[src/design/fos_pkg.sv]
`timescale 1ns / 1ps

package fos_pkg;

  // flash page size in bytes, and the kilobyte step that one page erase consumes
  localparam int PageBytes = 2048;
  localparam int PageKbRaw = PageBytes >> 10;
  localparam int PageKb    = (PageKbRaw == 0) ? 1 : PageKbRaw;

  localparam logic [31:0] PageAddrStep = 32'(PageBytes);
  localparam logic [15:0] PageKbStep   = 16'(PageKb);

  typedef enum logic [1:0] {
    KIND_PROGRAM = 2'd0,
    KIND_PAGE    = 2'd1,
    KIND_MASS    = 2'd2,
    KIND_DONE    = 2'd3
  } kind_e;

  typedef enum logic [1:0] {
    OP_IDLE    = 2'd0,
    OP_PROGRAM = 2'd1,
    OP_PAGE    = 2'd2,
    OP_MASS    = 2'd3
  } op_e;

  typedef enum logic [1:0] {
    CMD_NONE       = 2'd0,
    CMD_PROGRAM    = 2'd1,
    CMD_ERASE_PAGE = 2'd2,
    CMD_MASS_ERASE = 2'd3
  } cmd_e;

  typedef struct packed {
    kind_e       kind;
    logic [31:0] start_address;
    logic [15:0] amount;
    logic [15:0] halfword;
    logic        prog_error;
    logic        protect_error;
  } fos_item_t;

  typedef struct packed {
    cmd_e        command;
    logic [31:0] target_address;
    logic [15:0] write_data;
    logic        start_refused;
    logic        finished;
    logic        aborted;
    logic [1:0]  error_flags;
    logic        active;
  } fos_result_t;

  typedef struct packed {
    op_e         op;
    logic [31:0] addr;
    logic [15:0] remaining;
    logic [1:0]  errors;
  } fos_state_t;

endpackage

[src/design/fos_step.sv]
`timescale 1ns / 1ps

// one event applied to the sequencer state: next state and the result item
module fos_step (
  input  fos_pkg::fos_state_t  state_i,
  input  fos_pkg::fos_item_t   item_i,
  output fos_pkg::fos_state_t  state_o,
  output fos_pkg::fos_result_t result_o
);

  logic [14:0] halfwords;
  logic [1:0]  errs;

  assign halfwords = item_i.amount[15:1];
  assign errs      = {item_i.protect_error, item_i.prog_error};

  always_comb begin
    state_o  = state_i;
    result_o = '0;
    result_o.command = fos_pkg::CMD_NONE;

    if (item_i.kind != fos_pkg::KIND_DONE) begin
      if (state_i.op != fos_pkg::OP_IDLE) begin
        result_o.start_refused = 1'b1;
      end else begin
        case (item_i.kind)
          fos_pkg::KIND_PROGRAM: begin
            if (halfwords == '0) begin
              // nothing to write, done at once
              result_o.finished = 1'b1;
            end else begin
              state_o.op        = fos_pkg::OP_PROGRAM;
              state_o.addr      = item_i.start_address;
              state_o.remaining = {1'b0, halfwords} - 16'd1;
              result_o.command        = fos_pkg::CMD_PROGRAM;
              result_o.target_address = item_i.start_address;
              result_o.write_data     = item_i.halfword;
            end
          end
          fos_pkg::KIND_PAGE: begin
            state_o.op        = fos_pkg::OP_PAGE;
            state_o.addr      = item_i.start_address;
            state_o.remaining = item_i.amount;
            result_o.command        = fos_pkg::CMD_ERASE_PAGE;
            result_o.target_address = item_i.start_address;
          end
          fos_pkg::KIND_MASS: begin
            state_o.op        = fos_pkg::OP_MASS;
            state_o.addr      = '0;
            state_o.remaining = '0;
            result_o.command  = fos_pkg::CMD_MASS_ERASE;
          end
          default: ;
        endcase
      end
    end else begin
      // error bits latch on every done, idle or not
      state_o.errors = errs;
      if (state_i.op != fos_pkg::OP_IDLE) begin
        if (errs != 2'b00) begin
          state_o.op        = fos_pkg::OP_IDLE;
          state_o.remaining = '0;
          result_o.aborted  = 1'b1;
        end else begin
          case (state_i.op)
            fos_pkg::OP_PROGRAM: begin
              if (state_i.remaining != '0) begin
                state_o.addr      = state_i.addr + 32'd2;
                state_o.remaining = state_i.remaining - 16'd1;
                result_o.command        = fos_pkg::CMD_PROGRAM;
                result_o.target_address = state_i.addr + 32'd2;
                result_o.write_data     = item_i.halfword;
              end else begin
                state_o.op        = fos_pkg::OP_IDLE;
                result_o.finished = 1'b1;
              end
            end
            fos_pkg::OP_PAGE: begin
              if (state_i.remaining > fos_pkg::PageKbStep) begin
                state_o.addr      = state_i.addr + fos_pkg::PageAddrStep;
                state_o.remaining = state_i.remaining - fos_pkg::PageKbStep;
                result_o.command        = fos_pkg::CMD_ERASE_PAGE;
                result_o.target_address = state_i.addr + fos_pkg::PageAddrStep;
              end else begin
                state_o.op        = fos_pkg::OP_IDLE;
                state_o.remaining = '0;
                result_o.finished = 1'b1;
              end
            end
            default: begin
              // mass erase completes on its first done
              state_o.op        = fos_pkg::OP_IDLE;
              result_o.finished = 1'b1;
            end
          endcase
        end
      end
    end

    result_o.error_flags = state_o.errors;
    result_o.active      = (state_o.op != fos_pkg::OP_IDLE);
  end

endmodule

[src/design/flash_operation_sequencer_top.sv]
`timescale 1ns / 1ps

// channel   | dir | handshake                    | payload
// ----------+-----+------------------------------+---------------------------------------
// s_axis    | in  | s_axis_tvalid/s_axis_tready  | tuser kind, tdata event fields
// m_axis    | out | m_axis_tvalid/m_axis_tready  | tuser command, tdata result fields
//
// every event gives exactly one result transaction, taken into the input register
// and then the result register; one event per cycle is sustained while the output
// is not stalled, set by the single input register -> step logic -> result register
// path with the state updated in the same cycle as the result is captured
// rst_ni clears the state (idle, address and counters zero, no latched errors)
// and both valid flags
// a stalled result register holds the event in the input register; s_axis_tready
// drops only when both registers are full and m_axis_tready is low
module flash_operation_sequencer_top (
  input  logic        clk_i,
  input  logic        rst_ni,

  input  logic        s_axis_tvalid,
  output logic        s_axis_tready,
  // [31:0] start_address, [47:32] amount, [63:48] halfword,
  // [64] prog_error, [65] protect_error, [71:66] zero
  input  logic [71:0] s_axis_tdata,
  // [1:0] kind
  input  logic [1:0]  s_axis_tuser,

  output logic        m_axis_tvalid,
  input  logic        m_axis_tready,
  // [31:0] target_address, [47:32] write_data, [48] start_refused,
  // [49] finished, [50] aborted, [52:51] error_flags, [53] active, [55:54] zero
  output logic [55:0] m_axis_tdata,
  // [1:0] command
  output logic [1:0]  m_axis_tuser
);

  // input register
  logic                in_valid_q, in_valid_d;
  fos_pkg::fos_item_t  in_item_q;

  // result register
  logic                 out_valid_q, out_valid_d;
  fos_pkg::fos_result_t out_res_q;

  // sequencer state
  fos_pkg::fos_state_t  state_q, state_d;
  fos_pkg::fos_result_t step_res;

  logic s_accept;
  logic advance;
  logic fire;

  // result stage may take a new value when empty or being drained
  assign advance       = !out_valid_q || m_axis_tready;
  assign fire          = in_valid_q && advance;
  assign s_axis_tready = !in_valid_q || advance;
  assign s_accept      = s_axis_tvalid && s_axis_tready;

  always_comb begin
    if (s_accept) begin
      in_valid_d = 1'b1;
    end else if (fire) begin
      in_valid_d = 1'b0;
    end else begin
      in_valid_d = in_valid_q;
    end
  end

  always_comb begin
    if (fire) begin
      out_valid_d = 1'b1;
    end else if (m_axis_tready) begin
      out_valid_d = 1'b0;
    end else begin
      out_valid_d = out_valid_q;
    end
  end

  fos_step u_step (
    .state_i  (state_q),
    .item_i   (in_item_q),
    .state_o  (state_d),
    .result_o (step_res)
  );

  always_ff @(posedge clk_i or negedge rst_ni) begin
    if (!rst_ni) begin
      in_valid_q  <= 1'b0;
      out_valid_q <= 1'b0;
      state_q     <= '0;
    end else begin
      in_valid_q  <= in_valid_d;
      out_valid_q <= out_valid_d;
      if (fire) begin
        state_q <= state_d;
      end
    end
  end

  // payload registers, no reset
  always_ff @(posedge clk_i) begin
    if (s_accept) begin
      in_item_q.kind          <= fos_pkg::kind_e'(s_axis_tuser);
      in_item_q.start_address <= s_axis_tdata[31:0];
      in_item_q.amount        <= s_axis_tdata[47:32];
      in_item_q.halfword      <= s_axis_tdata[63:48];
      in_item_q.prog_error    <= s_axis_tdata[64];
      in_item_q.protect_error <= s_axis_tdata[65];
    end
    if (fire) begin
      out_res_q <= step_res;
    end
  end

  assign m_axis_tvalid = out_valid_q;
  assign m_axis_tuser  = out_res_q.command;
  assign m_axis_tdata  = {2'b00,
                          out_res_q.active,
                          out_res_q.error_flags,
                          out_res_q.aborted,
                          out_res_q.finished,
                          out_res_q.start_refused,
                          out_res_q.write_data,
                          out_res_q.target_address};

  // an idle sequencer never keeps a count
  a_idle_no_count: assert property (@(posedge clk_i) disable iff (!rst_ni)
    state_q.op == fos_pkg::OP_IDLE |-> state_q.remaining == '0)
    else $error("idle with nonzero remaining count");

  // success and abort exclude each other
  a_fin_abort: assert property (@(posedge clk_i) disable iff (!rst_ni)
    out_valid_q |-> !(out_res_q.finished && out_res_q.aborted))
    else $error("result both finished and aborted");

  // an issued command always leaves an operation running
  a_cmd_active: assert property (@(posedge clk_i) disable iff (!rst_ni)
    out_valid_q && out_res_q.command != fos_pkg::CMD_NONE |-> out_res_q.active)
    else $error("command issued while inactive");

  // a refused start issues nothing
  a_refused_quiet: assert property (@(posedge clk_i) disable iff (!rst_ni)
    out_valid_q && out_res_q.start_refused |->
      out_res_q.command == fos_pkg::CMD_NONE && out_res_q.active)
    else $error("refused start changed the operation");

  // state moves only with a processed event
  a_state_hold: assert property (@(posedge clk_i) disable iff (!rst_ni)
    !fire |=> $stable(state_q))
    else $error("state changed without an event");

endmodule

[config.mk]
export PLATFORM = sky130hd
export DESIGN_NAME = flash_operation_sequencer_top
export DESIGN_NICKNAME = d
export VERILOG_FILES = /design/src/design/fos_pkg.sv /design/src/design/fos_step.sv /design/src/design/flash_operation_sequencer_top.sv
export SDC_FILE = /design/constraint.sdc
export NUM_CORES = 1
export LEC_CHECK = 0
export BUFFER_PORTS_ARGS = -buffer_cell sky130_fd_sc_hd__buf_2
export CORE_ASPECT_RATIO = 0.5
export CORE_MARGIN = 2
export CORE_UTILIZATION = 42
export CTS_CLUSTER_SIZE = 20
export DETAILED_ROUTE_END_ITERATION = 12
export PLACE_DENSITY = 0.69
export SYNTH_ARGS = -nofsm -noshare
export SYNTH_HDL_FRONTEND = slang
export SYNTH_HIERARCHICAL = 1
export SYNTH_SLANG_ARGS = --single-unit
[constraint.sdc]
create_clock -name clk_i -period 6.9 [get_ports clk_i]
set_clock_uncertainty 0.05 [all_clocks]
set_input_delay 0.345 -clock clk_i [delete_from_list [all_inputs] [get_ports clk_i]]
set_output_delay 0.345 -clock clk_i [all_outputs]
set_load 0.01 [all_outputs]
======== Word-level counts from Yosys, hierarchy flattened ========
Cells that the tools add are included.
word-level totals
  bits in registers ....................... 178
  logic and storage cells ................. 102
  output and inout port bits .............. 60
  bits of input ports ..................... 78
operators by class
  reduce and logical (&&, ||, !) cells .... 21
  muxes and demuxes ....................... 43
  $lt $le $gt $ge ......................... 1
  bitwise operators ....................... 1
  eq/ne operators ......................... 11
  add/subtract/negate cells ............... 5
operator list
  cell                    number
  $mux 50                 8
  $pmux 50 s3             1
  $mux 49                 2
  $pmux 48 s2             1
  $pmux 34 s2             1
  $mux 16                 4
  $mux 32                 2
  $pmux 32 s2             1
  $mux 48                 1
  $mux 34                 1
  $add 32x12->32 const B  1
  $add 32x2->32 const B   1
  $gt 16x2->1 const B     1
  $reduce_bool 16->1      1
  $sub 15x1->16 const B   1
  $sub 16x1->16 const B   1
  $sub 16x2->16 const B   1
  $logic_not 15->1        1
  $mux 1                  13
  $reduce_bool 2->1       6
  $mux 2                  5
  $reduce_and 9->1        1
  $reduce_bool 4->1       2
  $reduce_and 7->1        1
  other kinds (17)        24

======== Longest topological paths before layout ========
  depth after elaboration ................. 7
  gate-level depth with buffers ........... 12
  gate-level depth less buffers ........... 10

======== Hierarchy ========
The synthesis kept the hierarchy.
modules (own cells, without submodules)
  module                         area each (µm²)  seq. area each (µm²)  times used  cells an instance
  flash_operation_sequencer_top  5974.5           5074.9                1           245
  fos_step                       4189.0           0.0                   1           699

======== Worst setup path after synthesis ========
No wires, ideal clock.
  kind .................................... register to register
  start point ............................. register state_q[6] in the netlist's numbering
  end point ............................... register state_q[47] in the netlist's numbering
  cell stages (with the launch flop) ...... 11
  period minus slack after synthesis ...... 2862 ps
  arrival time ............................ 2687 ps
  path buffers ............................ 3
  path slack .............................. 4038 ps
  setup time .............................. 125 ps
  cells stage by stage .................... dfrtp_1 > buf_6 > or4_4 > buf_6 > or4_4 > buf_6 > nand2_2 > nor2_1 > o221a_1 > a221o_1 > mux2_4
on the way
  cells in the longest elaborated chain, start to end .. 3
  elaborated cells on any way between the ends .. 5
RTL lines
  what                                                      RTL line                             RTL
  start, declared                                           flash_operation_sequencer_top.sv:46  fos_pkg::fos_state_t state_q, state_d;
  start signal, assigned                                    flash_operation_sequencer_top.sv:95  state_q <= state_d;
  $gt 16x2->1 / $reduce_bool 16->1 (equally long branches)  fos_step.sv:79, fos_step.sv:67
  $ne 3x1->1 (no source line)                               n/a
  $reduce_and 9->1 (no source line) (*)                     n/a
Mark *: on every way between the ends. The rest lies on a longest branch, timed or not.
A chain may end at the register's enable or synchronous reset.

==> impl_results.md <==
* Status: complete, no violations
* Via density at ~5.9
* Pre-antenna DRT Iters at 6
* Routed WL per cell at around 20 um
* Fraction of layout cells with a size suffix above 1 at 23.0%
* GRT Overall Usage at 22.4%
* Iteration-0 DRC Markers at 866
* CTS buffer count at 17
* Gr busiest metal: met2
* Post-Synth XOR/XNOR Area at 1.46%
* Clock transition at path regs at 0.07 ns
* Vias in the first global route at 7,996
* Power Density at roughly 370 nW/um2
* Die ar. at 25,500 um2
* Worst Hold Class: input port to asynchronous set/reset pin
* RR Endpoint: state_q[44]
* Die width at 224 um
* DRC viols at 0
* Gpl congestion at 0.941
* Bufs on Longest Clock Path at 2
* Post-route ant nets at 0
* Post-synthesis mux area share at 8.10%
* Pre-CTS setup slack at 2.80 ns
* Met3 usage at 5.38%
* Row Count at 40
* Worst EP arrival at 4.61 ns
* Tmin final at 4.28 ns
* H-tree depth at 4
* Slowest library cell on the worst path: a211oi_1
* Commonest non-fill, non-tap cell in the layout: buf_2
* First-pass GRT wire length at 44,000 um
* Worst-Margin Slew at about 1.3 ns
* Worst setup margin at between 2 and 3 ns
* Clk sink count at around 180
* CTS tree: yes
* P_leak at 4.74 nW
* # diodes at 0
* CP max stage delay at 0.93 ns
* Synthesis Warnings at 6
* Setup bufs post-CTS at 0
* Largest net degree at the start of global routing at 69
* Die H at 114 um
* Crit path max-delay family: simple AND/OR/NAND/NOR gates
* Worst path bufs/invs at 2
* Core Footprint at 23,900 um2
* Vias at about 8,300
* Clock Latency Late Sink at 0.45 ns
* Worst setup path start: state_q[50]
* Max Clock Freq at 234 MHz
* Initial Util at around 43%
* Peak supply drop at between 0.0002 and 0.00025 V
* FFs w/ async S/R, synth at 30.3%
* Setup crit start kind: flip-flop
* Slew headroom at a little under an eighth
* Initial antenna violation count at 0
* PortBufs at approximately 130
* Met2 Track Usage GR at between 30% and 40%
* Grt ovf at 0
* Cells taking the most area after synthesis: edfxtp_1 (37%), dfrtp_1 (13%), mux2_4 (7.2%)
* Ys flop type: edfxtp_1
* Critical path data required time at 7.24 ns
* Cell Chain, Critical Path: inv_1 -> ha_1 -> nor2b_1 -> nand3_1 -> a211oi_1 -> buf_4 -> o21ai_0 -> nor2_1 -> a221o_1 -> mux2_2
* Grt met1 use at 30.7%
* # setup viols final at 0
* Library cells used by synthesis at 78
* Final Slew Violations at 0
* Sequential element share of the synthesized area at between 40% and 50%
* Top-area cell type share of the netlist area at 36.6%
* Fin. Hold Viols at 0
* Reg-to-reg slack, setup at 2.62 ns
* CP endpoint kind: flip-flop
* Period utilization at slightly above 60%
* Mean Syn Cell Area at 10.8 um2
* Post-Synth Adder-Cell Area at 2.09%
* Max-cap viol count at 0
* Critical path class: flip-flop to flip-flop
* Simple-gate area share of the yosys netlist at between 10% and 20%
* Routed WL at between 20,000 and 30,000 um
* Hpwl dp at 19,200 um
* Largest family of logic cells by synthesized area: compound AO/OA/AOI/OAI gates
* Reg2Reg Depth at 10
* Area Overhead vs Synth at 15.4%
* RSZ-0062 raised after global routing: false
* EDFF count, synth at 124
* Final nets at roughly 1,200
* RR Startpoint: state_q[50]
* Post-synth top area cell: edfxtp_1
* Most frequent cells in the layout: buf_2 (129), edfxtp_1 (124), nand2_1 (87)
* IO Count at 138
* Root Driver: clkbuf_16
* Synth Area in Compound Gates at 18.2%
* Max FO, Critical Path at 18
* Synth Register Bits at 178
* Post-synthesis cell area at 10,200 um2
* Total Neg Setup Slack at 0 ns
* Post-Synthesis Cells at roughly 940
==> power breakdown <==
part / internal, W / total, W / switching [W]
Clock: 0.000466 / 0.000896 / 0.000430
Combinational: 0.000736 / 0.00179 / 0.00105
Sequential: 0.00137 / 0.00168 / 0.000307
Total: 0.00258 / 0.00436 / 0.00179
==> flip-flops by register name, indices dropped and copies added (netlist names) <==
signal         flops
m_axis_tvalid      1
in_valid_q         1
in_item_q         68
state_q           52
m_axis_tdata      54
m_axis_tuser       2
==> final cells by class <==
class	instances	area [um2]
clock buffer	19	433
multi-input combinational	679	4650
tap	315	394
sequential	178	5070
inverter	26	97.6
fill	2152	12100
clock inverter	13	103
timing repair buffer	165	976
==> synth_stat cells, drive strengths merged, types with 3 or more instances <==
cell type	count
a41oi	3
a221oi	6
nor3	31
nor2	56
a21o	17
o211ai	9
ha	17
and3	16
edfxtp	124
or4	8
o31ai	11
a32o	4
a31oi	15
nor4	7
o21ai	71
nand3	32
and2	22
nand2	91
dfrtp	54
o22ai	9
nor2b	7
a32oi	3
o311ai	9
o21a	8
or3	9
inv	26
a222oi	3
o2bb2ai	5
nand4	9
o2111ai	4
a22oi	16
xor2	8
a211oi	5
clkbuf	34
nand2b	11
xnor2	9
a21oi	52
mux2	55
buf	28
a221o	7
==> routing by layer <==
metal  vias up  share of wire [%]
met2       378                 45
met1      4024                 45
met5         -                  0
li1       3840                  -
met4         0                2.1
met3        57                7.8
==> metrics by stage <==
| step | total power [W] | hold slack, ns | cells | cell area, um2 | utilization [%] |
|---|---|---|---|---|---|
| final | 0.00436 | 0.00904 | 1395 | 11700 | 49.1 |
| after global routing | 0.00460 | 0.000114 | 1395 | 11700 | 49.1 |
| after CTS | 0.00434 | 0.0000925 | 1389 | 11700 | 48.9 |
| after global placement | 0.00337 | 0.439 | 1339 | 11000 | 45.9 |
| after detailed placement | 0.00342 | 0.446 | 1339 | 11000 | 45.9 |
| after floorplan | 0.00297 | -0.000591 | 945 | 10200 | - |
==> worst max-delay path by stage <==
stage                             end  slack [ns]  cells after the start
after global routing      state_q[44]        2.47                     10
after CTS                 state_q[44]        2.77                     10
after global placement    state_q[44]        2.87                     10
final                     state_q[44]        2.62                     10
after detailed placement  state_q[44]        2.80                     10
after floorplan           state_q[47]        4.04                     10
==> cells by family (layout without fill, tap and decap cells) <==
logic type | after synthesis | after routing
and+or+nand+nor | 311 | 311
AOI/OAI and AO/OA | 275 | 275
DFF | 178 | 178
buffers and inverters | 88 | 223
muxes | 57 | 57
adders and majority gates | 17 | 17
xor gates and xnor gates | 17 | 17
other | 1 | 2
==> what timing repair did <==
action | 4_1_cts | 5_1_grt
hold buffers | 18 | 6
endpoints found under the hold margin | 18 | 6
gates resized for setup | 0 | 0
Power figures use the tool's default switching activity.
